`src/hdl/mse_pkg.sv`:
```
`timescale 1ns / 1ps
`default_nettype none

package mse_pkg;

    localparam int IDX_W    = 14;
    localparam int Q_DEPTH  = 3;
    localparam int Q_PTR_W  = 2;
    localparam int Q_CNT_W  = 2;

    localparam logic [31:0] SEGMENT_RESET = 32'h1000_0000;
    localparam logic [31:0] REGION_MASK   = 32'hF000_0000;
    localparam logic [IDX_W-1:0] PC_READ_INDEX = IDX_W'(32);

    localparam logic REG_DATA_SEGMENT_BASE = 1'b0;

    localparam logic [5:0] OPC_SPECIAL = 6'b000000;
    localparam logic [5:0] OPC_ADDI    = 6'b001000;
    localparam logic [5:0] OPC_ANDI    = 6'b001100;
    localparam logic [5:0] OPC_BEQ     = 6'b000100;
    localparam logic [5:0] OPC_BNE     = 6'b000101;
    localparam logic [5:0] OPC_LW      = 6'b100011;
    localparam logic [5:0] OPC_ORI     = 6'b001101;
    localparam logic [5:0] OPC_SLTI    = 6'b001010;
    localparam logic [5:0] OPC_LUI     = 6'b001111;
    localparam logic [5:0] OPC_SW      = 6'b101011;
    localparam logic [5:0] OPC_J       = 6'b000010;

    localparam logic [5:0] FN_NOP = 6'h00;
    localparam logic [5:0] FN_ADD = 6'h20;
    localparam logic [5:0] FN_SUB = 6'h22;
    localparam logic [5:0] FN_AND = 6'h24;
    localparam logic [5:0] FN_OR  = 6'h25;
    localparam logic [5:0] FN_SLT = 6'h2A;

    typedef enum logic [1:0] {
        OPER_EXEC   = 2'd0,
        OPER_RD_REG = 2'd1,
        OPER_RD_MEM = 2'd2
    } t_operation;

    typedef struct packed {
        logic        we;
        logic [4:0]  addr;
        logic [31:0] data;
    } t_rf_wr;

    typedef struct packed {
        logic [31:0] next_pc;
        logic [31:0] read_data;
        logic        unknown;
        logic        halted;
    } t_result;

endpackage

`default_nettype wire

```
`src/hdl/mse_outq.sv`:
```
`timescale 1ns / 1ps
`default_nettype none

module mse_outq import mse_pkg::*; (
    input  wire logic               i_clk,
    input  wire logic               i_rst_n,
    input  wire logic               i_push,
    input  wire t_result            i_data,
    input  wire logic               i_ready,
    output logic                    o_valid,
    output t_result                 o_data,
    output logic      [Q_CNT_W-1:0] o_count
);

    localparam logic [Q_PTR_W-1:0] PTR_LAST = Q_PTR_W'(Q_DEPTH - 1);

    t_result            r_buf [Q_DEPTH];
    logic [Q_PTR_W-1:0] r_wr_ptr;
    logic [Q_PTR_W-1:0] r_rd_ptr;
    logic [Q_CNT_W-1:0] r_count;
    logic               pop;

    assign pop = o_valid && i_ready;

    always_ff @(posedge i_clk) begin
        if (!i_rst_n) begin
            r_wr_ptr <= '0;
            r_rd_ptr <= '0;
            r_count  <= '0;
        end else begin
            if (i_push) begin
                r_wr_ptr <= (r_wr_ptr == PTR_LAST) ? '0 : r_wr_ptr + 1'b1;
            end
            if (pop) begin
                r_rd_ptr <= (r_rd_ptr == PTR_LAST) ? '0 : r_rd_ptr + 1'b1;
            end
            case ({i_push, pop})
                2'b10:   r_count <= r_count + 1'b1;
                2'b01:   r_count <= r_count - 1'b1;
                default: r_count <= r_count;
            endcase
        end
    end

    always_ff @(posedge i_clk) begin
        if (i_push) begin
            r_buf[r_wr_ptr] <= i_data;
        end
    end

    assign o_valid = (r_count != '0);
    assign o_data  = r_buf[r_rd_ptr];
    assign o_count = r_count;

endmodule

`default_nettype wire

```
`config.mk`:
```
export PLATFORM = sky130hd
export DESIGN_NAME = mse_outq
export DESIGN_NICKNAME = d
export VERILOG_FILES = /design/src/hdl/mse_pkg.sv /design/src/hdl/mse_outq.sv
export SDC_FILE = /design/constraint.sdc
export NUM_CORES = 1
export LEC_CHECK = 0
export BUFFER_PORTS_ARGS = -buffer_cell sky130_fd_sc_hd__buf_2
export CAP_MARGIN = 20
export CORE_UTILIZATION = 35
export CTS_CLUSTER_DIAMETER = 80
export CTS_CLUSTER_SIZE = 10
export DETAILED_ROUTE_END_ITERATION = 6
export PLACE_DENSITY_LB_ADDON = 0.08
export REMOVE_ABC_BUFFERS = 1
export SLEW_MARGIN = 30
export SYNTH_ARGS = -nofsm -noshare
export SYNTH_HDL_FRONTEND = slang
export SYNTH_SLANG_ARGS = --single-unit
```
`constraint.sdc`:
```
create_clock -name i_clk -period 7 [get_ports i_clk]
set_input_delay 1.05 -clock i_clk [delete_from_list [all_inputs] [get_ports i_clk]]
set_output_delay 1.05 -clock i_clk [all_outputs]
set_load 0.1 [all_outputs]
```
== After elaboration in Yosys (flattened, before gate mapping) ==
Memories as Yosys holds them, arrays and structs flattened. A register that Yosys moved wholly into a read port is not among the register bits.
Cells that the tools add are included.
Word-level totals
  logic and storage cells: 22
  register bits after elaboration: 6
  memories: 1
  RAM bits: 198
  output and inout bits: 69
Memories
  r_buf: depth 3, bits a word 66, rd ports 1, clocked after Yosys merged registers in 1, write ports 1, RTL line mse_outq.sv:17  | t_result r_buf [Q_DEPTH];
Cells by class
  muxes and demuxes: 7
  reduce and logical (&&, ||, !) cells: 3
  eq/ne operators: 4
  add/sub/neg operators: 4
Operator list (number)
  2-to-1 mux 2 bit: 4
  adder 2 x 1 -> 2 bit, second input constant: 3
  equality test 2 bit, second input constant: 3
  one-hot mux 2 bit (2 select lines): 1
  nonzero test 2 bit: 2
  equality test 2 x 1 -> 1 bit, second input constant: 1
  2-to-1 mux 1 bit: 2
  subtractor 2 x 1 -> 2 bit, second input constant: 1
  logical AND 1 bit: 1

== Longest topological paths before layout ==
  word-level depth: 4
  depth in mapped cells: 6
  gate-level depth less buffers: 6

== Worst setup path after synthesis ==
Ideal clock, no wire load.
  path kind: input to register
  start point: input i_push
  end point: memory r_buf[0][0] (netlist name) (enable)
  data arrival time: 5.619 ns
  cell stages on the path: 2
  path buffers: 0
  data required time: 6.427 ns
  slack: 0.807 ns
  cells stage by stage: inv_2 nor3_1
Between the ends
  word-level cells in the longest chain between the ends: 2
Ends and longest elaborated chain
  start, declared: RTL line mse_outq.sv:7  | input wire logic i_push,
  2-to-1 mux 1 bit: RTL line mse_outq.sv:46  | if (i_push) begin
  2-to-1 mux 1 bit (not written as such): RTL line mse_outq.sv:47  | r_buf[r_wr_ptr] <= i_data;
  end, declared: RTL line mse_outq.sv:17
Every way passes these cells.

==> impl_results.md <==
* #FFs+latches synth at 206
* Hold WC Path Type: reg2reg
* Critical-path maximum fanout at 42
* Kind of end point of the critical path: primary output
* DRC Markers at 0
* Number of global-route vias before repair at 4,239
* Placed insts at 850
* Syn-to-layout area delta at 22.2%
* # clock sinks at 206
* Final WL at around 15,000 um
* Lkg Pwr at 3.18 nW
* Post-synth EDFFs at 198
* Via count at 4,140
* Post-synthesis sequential area ratio at 80.1%
* Final instance area at slightly above 0.009 mm2
* Cell Area, Placed at 0.00864 mm2
* CP endpoint: o_data[26]
* CTS clock-pin slew for the worst setup and hold paths at 0.05 ns
* Antenna Cells at 0
* Ys async rst share at 0%
* Post-route insts no fill at about 900
* Max IR drop VDD at 0.262 mV
* Max Fclk at around 0.26 GHz
* Post-CTS setup buffers at 0
* WHS at roughly 0.47 ns
* Setup tns final at 0 ns
* Hpwl dp at 8900 um
* Worst endpoint required time at ~6.0 ns
* Drt pass-1 iters at 6
* Layout cells sized above 1 at 29.0%
* Grt total ovfl at 0
* CTS tree: yes
* Synth top area share at 78.0%
* Status: finished, final reports clean
* Final WS setup at between 3 and 4 ns
* H-tree Lvls at 1
* 1st-iter DRT viols at around 180
* Synth unique cells at 23
* Startpoint Class: flip-flop
* First-pass GRT wire length at 23,100 um
* Critical path's slowest cell: buf_4
* Worst R2R End: r_buf[2][23]$_DFFE_PP_
* Yosys Warn Count at 0
* PwrDens at 408 mW/mm2
* Die X at 150 um
* Syn avg cell area at 16.9 um2
* Final min period at 3.86 ns
* Largest net degree at the start of global routing at 83
* I/O Pins at 139
* Slew HR at 44.5%
* Post-synthesis cell count at 452
* # setup viols final at 0
* Worst Skew at between 0.003 and 0.004 ns
* Die area at roughly 0.022 mm2
* RSZ-0062 raised after global routing: false
* Setup CP Type: reg2out
* Total power at 3.80 mW
* Insertion delay to the later sink of the worst-skew pair at approximately 0.5 ns
* Most instantiated cells after synthesis: 198 x edfxtp_1, 70 x nand2_1, 67 x o21ai_1
* TritonCTS buffer count at 24
* Final slew viol count at 0
* Ys flop type: edfxtp_1
* Root buffer cell: clkbuf_16
* Post_cts resized at 0
* Initial antenna violation count at 2
* Synthesized area at approximately 0.0076 mm2
* Final critical-path share of the clock period at between 50% and 60%
* Top-count cell post-synth: edfxtp_1
* Crit Reg-Reg Startpoint: r_wr_ptr[1]$_SDFFE_PN0P_
* Crit path DAT at 2.81 ns
* Final Net Count at 672
* Final RePlAce weighted congestion at 0.694
* CTS Buffer Depth at 3
* Vias per cell at 4.68
* Final Hold Viols at 0
* Pre-CTS setup slack at 3.59 ns
* R2R cell count at 3
* Hold_buf cts at 0
* Initial Util at 35.9%
* Slew @ Worst Pin at ~0.83 ns
* Flop2flop setup slack at 4.88 ns
* Max incr delay on CP at approximately 0.75 ns
* Dominant cell type by area after synthesis: edfxtp_1
* I/O Buffers at 138
* WL per Instance at approximately 17 um
* Crit-path cells: buf_4, mux2i_1, o21ai_1, buf_2
* GRT Util Overall at 13.7%
* Antenna-violating nets left at 0
* Final core occ at 43.9%
* Max_cap viols at 0
* Top cells by area, synth: edfxtp_1 78%, mux2i_1 8.7%, o21ai_1 4.4%, nand2_1 3.4%, dfxtp_1 2.1%
* Row cnt at 53
* Height of the die at ~150 um
* Core ar. at 0.0212 mm2
cells in the final DEF (no fill, tap or decap), types with 2 or more instances in the layout:
cell type / netlist / final
clkbuf_1: 9 / 9
xnor2_1: 2 / 2
clkbuf_16: 0 / 26
or3_1: 2 / 2
edfxtp_1: 198 / 198
nor2_4: 0 / 2
buf_2: 8 / 138
mux2i_1: 66 / 66
nor2b_1: 2 / 2
a21boi_1: 3 / 3
dfxtp_1: 8 / 6
o21a_1: 2 / 2
buf_4: 2 / 6
o21ai_1: 67 / 67
nand2_1: 70 / 70
dfxtp_4: 0 / 2
sequential cells by signal, indices dropped and copies added, names as in the netlist, named ones only:
name and flops:
r_wr_ptr 2, r_rd_ptr 2, r_buf 198, o_count 2
how the worst min path moves through the flow:
stage / start / to / slack (ns) / cells after the start
floorplan: r_rd_ptr[0]$_SDFFE_PN0N_ / flip-flop / 0.45 / 2
global placement: r_rd_ptr[0]$_SDFFE_PN0N_ / flip-flop / 0.45 / 2
detailed placement: r_rd_ptr[0]$_SDFFE_PN0N_ / flip-flop / 0.46 / 2
CTS: r_rd_ptr[0]$_SDFFE_PN0N_ / flip-flop / 0.47 / 2
global route: r_rd_ptr[0]$_SDFFE_PN0N_ / flip-flop / 0.51 / 2
finish: r_rd_ptr[0]$_SDFFE_PN0N_ / flip-flop / 0.47 / 2
power by group:
part / switching [mW] / internal [mW] / leakage [nW] / total, mW
clock: 0.434 / 0.664 / 0.331 / 1.10
combinational: 1.02 / 0.207 / 0.951 / 1.23
sequential: 0.0495 / 1.42 / 1.90 / 1.47
kinds of logic (layout without fill, tap and decap cells):
family	Yosys count	in the layout	share of synthesized area, %
compound gates	73	73	4.95
xor+xnor	2	2	0.230
fa+ha+maj	1	1	0.164
buf+inv	24	182	1.71
flops	206	206	80.1
mux	66	66	8.66
simple gates	80	80	4.22
layer usage:
layer  vias up  global-route usage, %  wire (um)  share of wire (%)
li1       2005                      -          -                  -
met5         -                      0         26               0.17
met4         4                   4.13        285                1.9
met1      1996                   17.7       6750                 44
met3        27                   3.54        941                6.2
met2       108                   22.7       7240                 48
cell type report:
cell class / count / area [um2]
tap: 275 / 344
clock buffer: 35 / 684
inverter: 2 / 7.51
timing repair buffer: 145 / 763
fill: 1929 / 11900
sequential: 206 / 6110
multi-input combinational: 222 / 1410
worst max-delay path: cells and delay by family (launching register included):
family	cells	cell delay, ns
buf+inv	2	1.22
mux	1	0.17
compound gates	1	0.23
flops	1	0.64
Power figures use the tool's default switching activity.
