$ cat src/hdl/mse_pkg.sv
`timescale 1ns / 1ps
`default_nettype none

package mse_pkg;

    localparam int IDX_W    = 14;
    localparam int Q_DEPTH  = 3;
    localparam int Q_PTR_W  = 2;
    localparam int Q_CNT_W  = 2;

    localparam logic [31:0] SEGMENT_RESET = 32'h1000_0000;
    localparam logic [31:0] REGION_MASK   = 32'hF000_0000;
    localparam logic [IDX_W-1:0] PC_READ_INDEX = IDX_W'(32);

    localparam logic REG_DATA_SEGMENT_BASE = 1'b0;

    localparam logic [5:0] OPC_SPECIAL = 6'b000000;
    localparam logic [5:0] OPC_ADDI    = 6'b001000;
    localparam logic [5:0] OPC_ANDI    = 6'b001100;
    localparam logic [5:0] OPC_BEQ     = 6'b000100;
    localparam logic [5:0] OPC_BNE     = 6'b000101;
    localparam logic [5:0] OPC_LW      = 6'b100011;
    localparam logic [5:0] OPC_ORI     = 6'b001101;
    localparam logic [5:0] OPC_SLTI    = 6'b001010;
    localparam logic [5:0] OPC_LUI     = 6'b001111;
    localparam logic [5:0] OPC_SW      = 6'b101011;
    localparam logic [5:0] OPC_J       = 6'b000010;

    localparam logic [5:0] FN_NOP = 6'h00;
    localparam logic [5:0] FN_ADD = 6'h20;
    localparam logic [5:0] FN_SUB = 6'h22;
    localparam logic [5:0] FN_AND = 6'h24;
    localparam logic [5:0] FN_OR  = 6'h25;
    localparam logic [5:0] FN_SLT = 6'h2A;

    typedef enum logic [1:0] {
        OPER_EXEC   = 2'd0,
        OPER_RD_REG = 2'd1,
        OPER_RD_MEM = 2'd2
    } t_operation;

    typedef struct packed {
        logic        we;
        logic [4:0]  addr;
        logic [31:0] data;
    } t_rf_wr;

    typedef struct packed {
        logic [31:0] next_pc;
        logic [31:0] read_data;
        logic        unknown;
        logic        halted;
    } t_result;

endpackage

`default_nettype wire

$ cat src/hdl/mse_rf.sv
`timescale 1ns / 1ps
`default_nettype none

module mse_rf import mse_pkg::*; (
    input  wire logic        i_clk,
    input  wire logic        i_rst_n,
    input  wire logic [4:0]  i_ra,
    input  wire logic [4:0]  i_rb,
    input  wire t_rf_wr      i_wr,
    output logic      [31:0] o_a,
    output logic      [31:0] o_b
);

    logic [31:0] r_mem [32];
    logic [31:0] r_valid;
    logic [31:0] r_da;
    logic [31:0] r_db;
    logic        r_va;
    logic        r_vb;
    logic        r_fwd_a;
    logic        r_fwd_b;
    logic [31:0] r_fwd_d;
    logic        wr_ok;

    assign wr_ok = i_wr.we && (i_wr.addr != 5'd0);

    always_ff @(posedge i_clk) begin
        if (!i_rst_n) begin
            r_valid <= '0;
        end else if (wr_ok) begin
            r_valid[i_wr.addr] <= 1'b1;
        end
    end

    always_ff @(posedge i_clk) begin
        if (wr_ok) begin
            r_mem[i_wr.addr] <= i_wr.data;
        end
        r_da    <= r_mem[i_ra];
        r_db    <= r_mem[i_rb];
        r_va    <= r_valid[i_ra];
        r_vb    <= r_valid[i_rb];
        // write in the same cycle as the read: pass the new value
        r_fwd_a <= wr_ok && (i_wr.addr == i_ra);
        r_fwd_b <= wr_ok && (i_wr.addr == i_rb);
        r_fwd_d <= i_wr.data;
    end

    assign o_a = r_fwd_a ? r_fwd_d : (r_va ? r_da : 32'd0);
    assign o_b = r_fwd_b ? r_fwd_d : (r_vb ? r_db : 32'd0);

endmodule

`default_nettype wire

$ cat config.mk
export PLATFORM = sky130hd
export DESIGN_NAME = mse_rf
export DESIGN_NICKNAME = d
export VERILOG_FILES = /design/src/hdl/mse_pkg.sv /design/src/hdl/mse_rf.sv
export SDC_FILE = /design/constraint.sdc
export NUM_CORES = 1
export LEC_CHECK = 0
export BUFFER_PORTS_ARGS = -buffer_cell sky130_fd_sc_hd__buf_2
export CELL_PAD_IN_SITES_DETAIL_PLACEMENT = 0
export CELL_PAD_IN_SITES_GLOBAL_PLACEMENT = 2
export CORE_UTILIZATION = 50
export DETAILED_ROUTE_END_ITERATION = 7
export GPL_TIMING_DRIVEN = 0
export PLACE_DENSITY = 0.94
export SLEW_MARGIN = 20
export SYNTH_ARGS = -nofsm -noshare
export SYNTH_HDL_FRONTEND = slang
export SYNTH_SLANG_ARGS = --single-unit
$ cat constraint.sdc
create_clock -name i_clk -period 7.5 [get_ports i_clk]
set_input_delay 0.75 -clock i_clk [delete_from_list [all_inputs] [get_ports i_clk]]
set_output_delay 0.75 -clock i_clk [all_outputs]
set_load 0.01 [all_outputs]
# Word-level counts from Yosys, hierarchy flattened
# Memories as Yosys holds them, arrays and structs flattened. A register that Yosys moved wholly into a read port is not among the register bits.
# Index checks and enable logic that the tools add are counted.
# totals
reg_bits,68
ramBits,1024
in_bits,50
memories,1
# memory_table
memory,depth,width,read_ports,rd_clocked_by_memory_dff,wr,line_no,rtl
r_mem,32,32,2,2,1,mse_rf.sv:14,logic [31:0] r_mem [32];
# op_classes
magnitude_cmp,4
n_eq_ne,2
mux,12
n_bitwise,1
n_reduce_logical,5
# op_table
operator,count
$mux 32,4
$or 32x32->32,1
$lt 5x6->1 const B,3
$bmux 1 s5,2
$eq 5x5->1,2
$demux 1 s5,1
$ge 5x1->1 const B,1
$mux 1,5
$reduce_bool 5->1,1
$logic_and 1x1->1,4

# Logic depth before layout (Yosys ltp)
# logic_depth
ltp_word,5
ltp_mapped,8
depth_no_buf,5

# Worst setup path after synthesis
# OpenSTA, ideal clock, no wires.
# synth_path
kind,input-to-reg
start,input i_wr[34] (netlist name)
end,"memory r_mem[10][0], enable pin"
setup_ns,0.423
arrival_time_ns,2.815
t_required_ns,7.077
slack_ns,4.262
cell_stages,3
path_buffers,1
cell_sequence,buf_2 or3b_2 nor2_1
# synth_via
elab_chain_len,4
# synth_rtl
item,line_no,rtl
from (decl),mse_rf.sv:9,"input wire t_rf_wr i_wr,"
$reduce_bool 5->1,mse_rf.sv:25,assign wr_ok = i_wr.we && (i_wr.addr != 5'd0);
$logic_and 1x1->1,mse_rf.sv:25,
$mux 1,mse_rf.sv:36,if (wr_ok) begin
$mux 1 (not written as such),mse_rf.sv:37,r_mem[i_wr.addr] <= i_wr.data;
to (decl),mse_rf.sv:14,
# Parallel ways exist; a longest one is shown, timed or not.

# Final worst setup path
# layout_path
start,register r_fwd_a
end,output o_a[6]
# layout_via
elab_chain_len,1
# layout_rtl
item,line_no,rtl
from (decl),mse_rf.sv:20,logic r_fwd_a;
from (signal assigned),mse_rf.sv:44,r_fwd_a <= wr_ok && (i_wr.addr == i_ra);
$mux 32,mse_rf.sv:49,assign o_a = r_fwd_a ? r_fwd_d : (r_va ? r_da : 32'd0);
to (decl),mse_rf.sv:10,"output logic [31:0] o_a,"
# No other way between the ends.

==> metrics.md <==
| Metric | Value |
|---|---|
| Setup TNS | `0 ps` |
| Die Y-Extent | `328 microns` |
| Final setup viols | `0` |
| Fraction of layout cells with a size suffix above 1 | `13.7%` |
| GRT Util Overall | `between 30% and 40%` |
| Overflow after GRT | `0` |
| Largest net degree at the start of global routing | `34` |
| Worst reg2reg startpoint | `r_mem[2][4]` |
| CTS root buf | `clkbuf_16` |
| Placer Congestion | `0.923` |
| Ports | `around 110` |
| Hold Slack | `342 ps` |
| Fin util | `57.7%` |
| Worst r2r path cells | `5` |
| P&R area growth vs syn | `14.3%` |
| R2R Path End | `r_da[4]` |
| Reg area | `roughly 0.033 sq mm` |
| Met3 usage | `about 7.1%` |
| Routed Antenna Nets | `0` |
| Slew margin rel. | `between 20% and 30%` |
| Initial antenna violation count | `10` |
| Worst-path clk slew | `approximately 60 ps` |
| YS warnings | `0` |
| Post-synthesis cell type count | `35` |
| Rows | `approximately 120` |
| Antenna diode instance count | `0` |
| Fill cells | `approximately 8.4k` |
| Mean Syn Cell Area | `~14 sq um` |
| WP data arrival | `3680 ps` |
| Die area | `approximately 0.11 sq mm` |
| Crit-path max FO | `10` |
| Final Slew Violations | `0` |
| H-tree depth | `3` |
| CP Launch Type | `flip-flop` |
| Met1 track demand over resource | `between 40 and 50%` |
| R2r setup slk | `5630 ps` |
| Placed Cells | `5,308` |
| Avg WL per Cell | `approximately 32 microns` |
| Via-per-instance ratio | `around 6.5` |
| Met2 Use GR | `a little over half` |
| Post-synthesis async set-or-reset flop share | `0%` |
| Worst slack, placed | `between 3000 and 4000 ps` |
| Setup ws final | `approximately 3000 ps` |
| Worst slew pin tran | `1120 ps` |
| Flops & latches, synth | `roughly 1.2k` |
| Clock tree buffer depth | `3` |
| Most common cell after layout, fill and taps aside | `mux2i_1` |
| Clock sinks | `approximately 1.2k` |
| Initial Util | `about half` |
| Most used DFF post-synth | `edfxtp_1` |
| Routed via count | `between 30k and 40k` |
| Vias in the first global route | `between 30k and 40k` |
| Register area share after synthesis | `a little over three fifths` |
| Final min period | `between 4000 and 5000 ps` |
| Initial drt markers | `around 4.7k` |
| Post-Route WL | `around 180 mm` |
| Crit path from | `r_fwd_a` |
| DRT Pass-1 Iters | `6` |
| Crit path to | `o_a[6]` |
| IO Port Bufs | `~110` |
| Post-DP HPWL | `~120 mm` |
| Die Wd | `328 microns` |
| Nets | `4,089` |
| First-pass GRT wire length | `248 mm` |
| Leak pwr | `approximately 23 nW` |
| Worst Path Required | `between 6000 and 7000 ps` |
| EDFF count, synth | `just over 1k` |
| Most frequent cells in the layout | `1,056 x mux2i_1, 1,024 x edfxtp_1, 207 x buf_2` |
| Most Crowded Layer GR | `met2` |
| Post-CTS Resized | `0` |
| Multi-input combinational cell area | `approximately 0.018 sq mm` |
| Cts hold-fix bufs | `0` |
| Syn Std Cell Area | `roughly 0.053 sq mm` |
| Outcome | `finished, final reports clean` |
| Core Area | `approximately 0.11 sq mm` |
| Final hold viol count | `0` |
| HP Class | `in2reg` |
| Cell Pwr Density | `241 mW/mm^2` |
| Worst vdd ir | `0.190 mV` |
| Post-CTS Setup Bufs | `0` |
| Number of buffers created by CTS | `120` |
| Tcrit/Tclk final | `about three fifths` |
| Clock Skews | `between 30 and 40 ps` |
| RSZ-0062 raised after global routing | `false` |
| Clock latency on the worst-skew pair | `740 ps` |
| Non-filler cells, final | `5,529` |
| Critical path endpoint category | `output pin` |
| Fmax | `approximately 230 MHz` |
| Max Cap Viol | `0` |
| CTS tree | `done` |
| Gate Count Post-Synth | `between 3k and 4k` |
| Residual DRC | `0` |
| Critical path class | `reg2out` |
==> synth_stat cells, types with 5 or more instances <==
library cell	count	area, sq um
a22o_1	194	1700
buf_4	56	420
clkbuf_1	69	259
nand2_1	205	769
buf_2	101	505
o21a_1	31	233
nand3b_1	5	37.5
a31oi_1	66	413
nand3_1	202	1010
buf_6	47	529
buf_1	10	37.5
nor3_1	66	330
a21oi_1	198	991
mux2i_1	1056	10600
nor2_1	35	131
nor2b_1	6	37.5
dfxtp_1	132	2640
edfxtp_1	1024	30700
a22oi_1	198	1490
xnor2_1	6	52.6
==> metal layers <==
metal  vias to the layer above  share of wire [%]
met2                      2129                 46
met1                     17900                 38
met5                         -             0.0095
li1                      15200                  -
met3                       442                 11
met4                         2                5.0
==> sequential cells by signal, indices dropped and copies added (netlist names) <==
signal and count:
r_fwd_d 32, r_valid 32, r_vb 1, r_mem 1024
r_da 32, r_db 32, r_fwd_b 1, r_fwd_a 1
r_va 1
==> through the flow <==
| step | instance area (sq um) | power [mW] |
|---|---|---|
| floorplan | 53300 | 8.10 |
| global placement | 55500 | 8.68 |
| detailed placement | 56800 | 8.71 |
| CTS | 60700 | 14.6 |
| global route | 60700 | 15.0 |
| finish | 60700 | 14.6 |
==> worst min path at each step <==
stage                     slack (ps)           to   startpoint  cells past startpoint
final                            340  r_valid[31]      i_rst_n                      2
after global routing             330  r_valid[31]      i_rst_n                      2
after CTS                        310  r_valid[31]      i_rst_n                      2
after detailed placement         480  r_valid[15]  r_valid[15]                      1
after global placement           470   r_valid[5]   r_valid[5]                      1
after floorplan                  450   r_valid[0]   r_valid[0]                      1
==> critical path: stages (launching register included) <==
cell and delay (ps):
dfxtp_1 330, clkbuf_1 280, nor2b_1 940, clkbuf_1 820, a22o_1 400, buf_2 190
==> layout make-up <==
cell class,count,share of cell area [%]
clock inverter,65,1.11
multi-input combinational,2322,30.1
tap,1391,2.87
timing repair buffer,151,2.58
buffer,288,2.99
clock buffer,156,5.35
sequential,1156,55.0
==> power by group <==
part | total, mW | switching, mW | internal (mW)
Sequential | 7.20 | 0.0557 | 7.15
Combinational | 1.42 | 0.964 | 0.459
Clock | 6.01 | 2.53 | 3.48
Total | 14.6 | 3.55 | 11.1
==> kinds of logic (layout without fill, tap and decap cells) <==
family,Yosys count,count (layout),share of synthesized area [%]
mux,1056,1056,19.9
simple gates,534,534,4.58
compound gates,690,690,9.11
other cells,1,32,0.00706
xor+xnor,10,10,0.165
buf+inv,288,660,3.42
flops,1156,1156,62.8
Power figures use the tool's default switching activity.
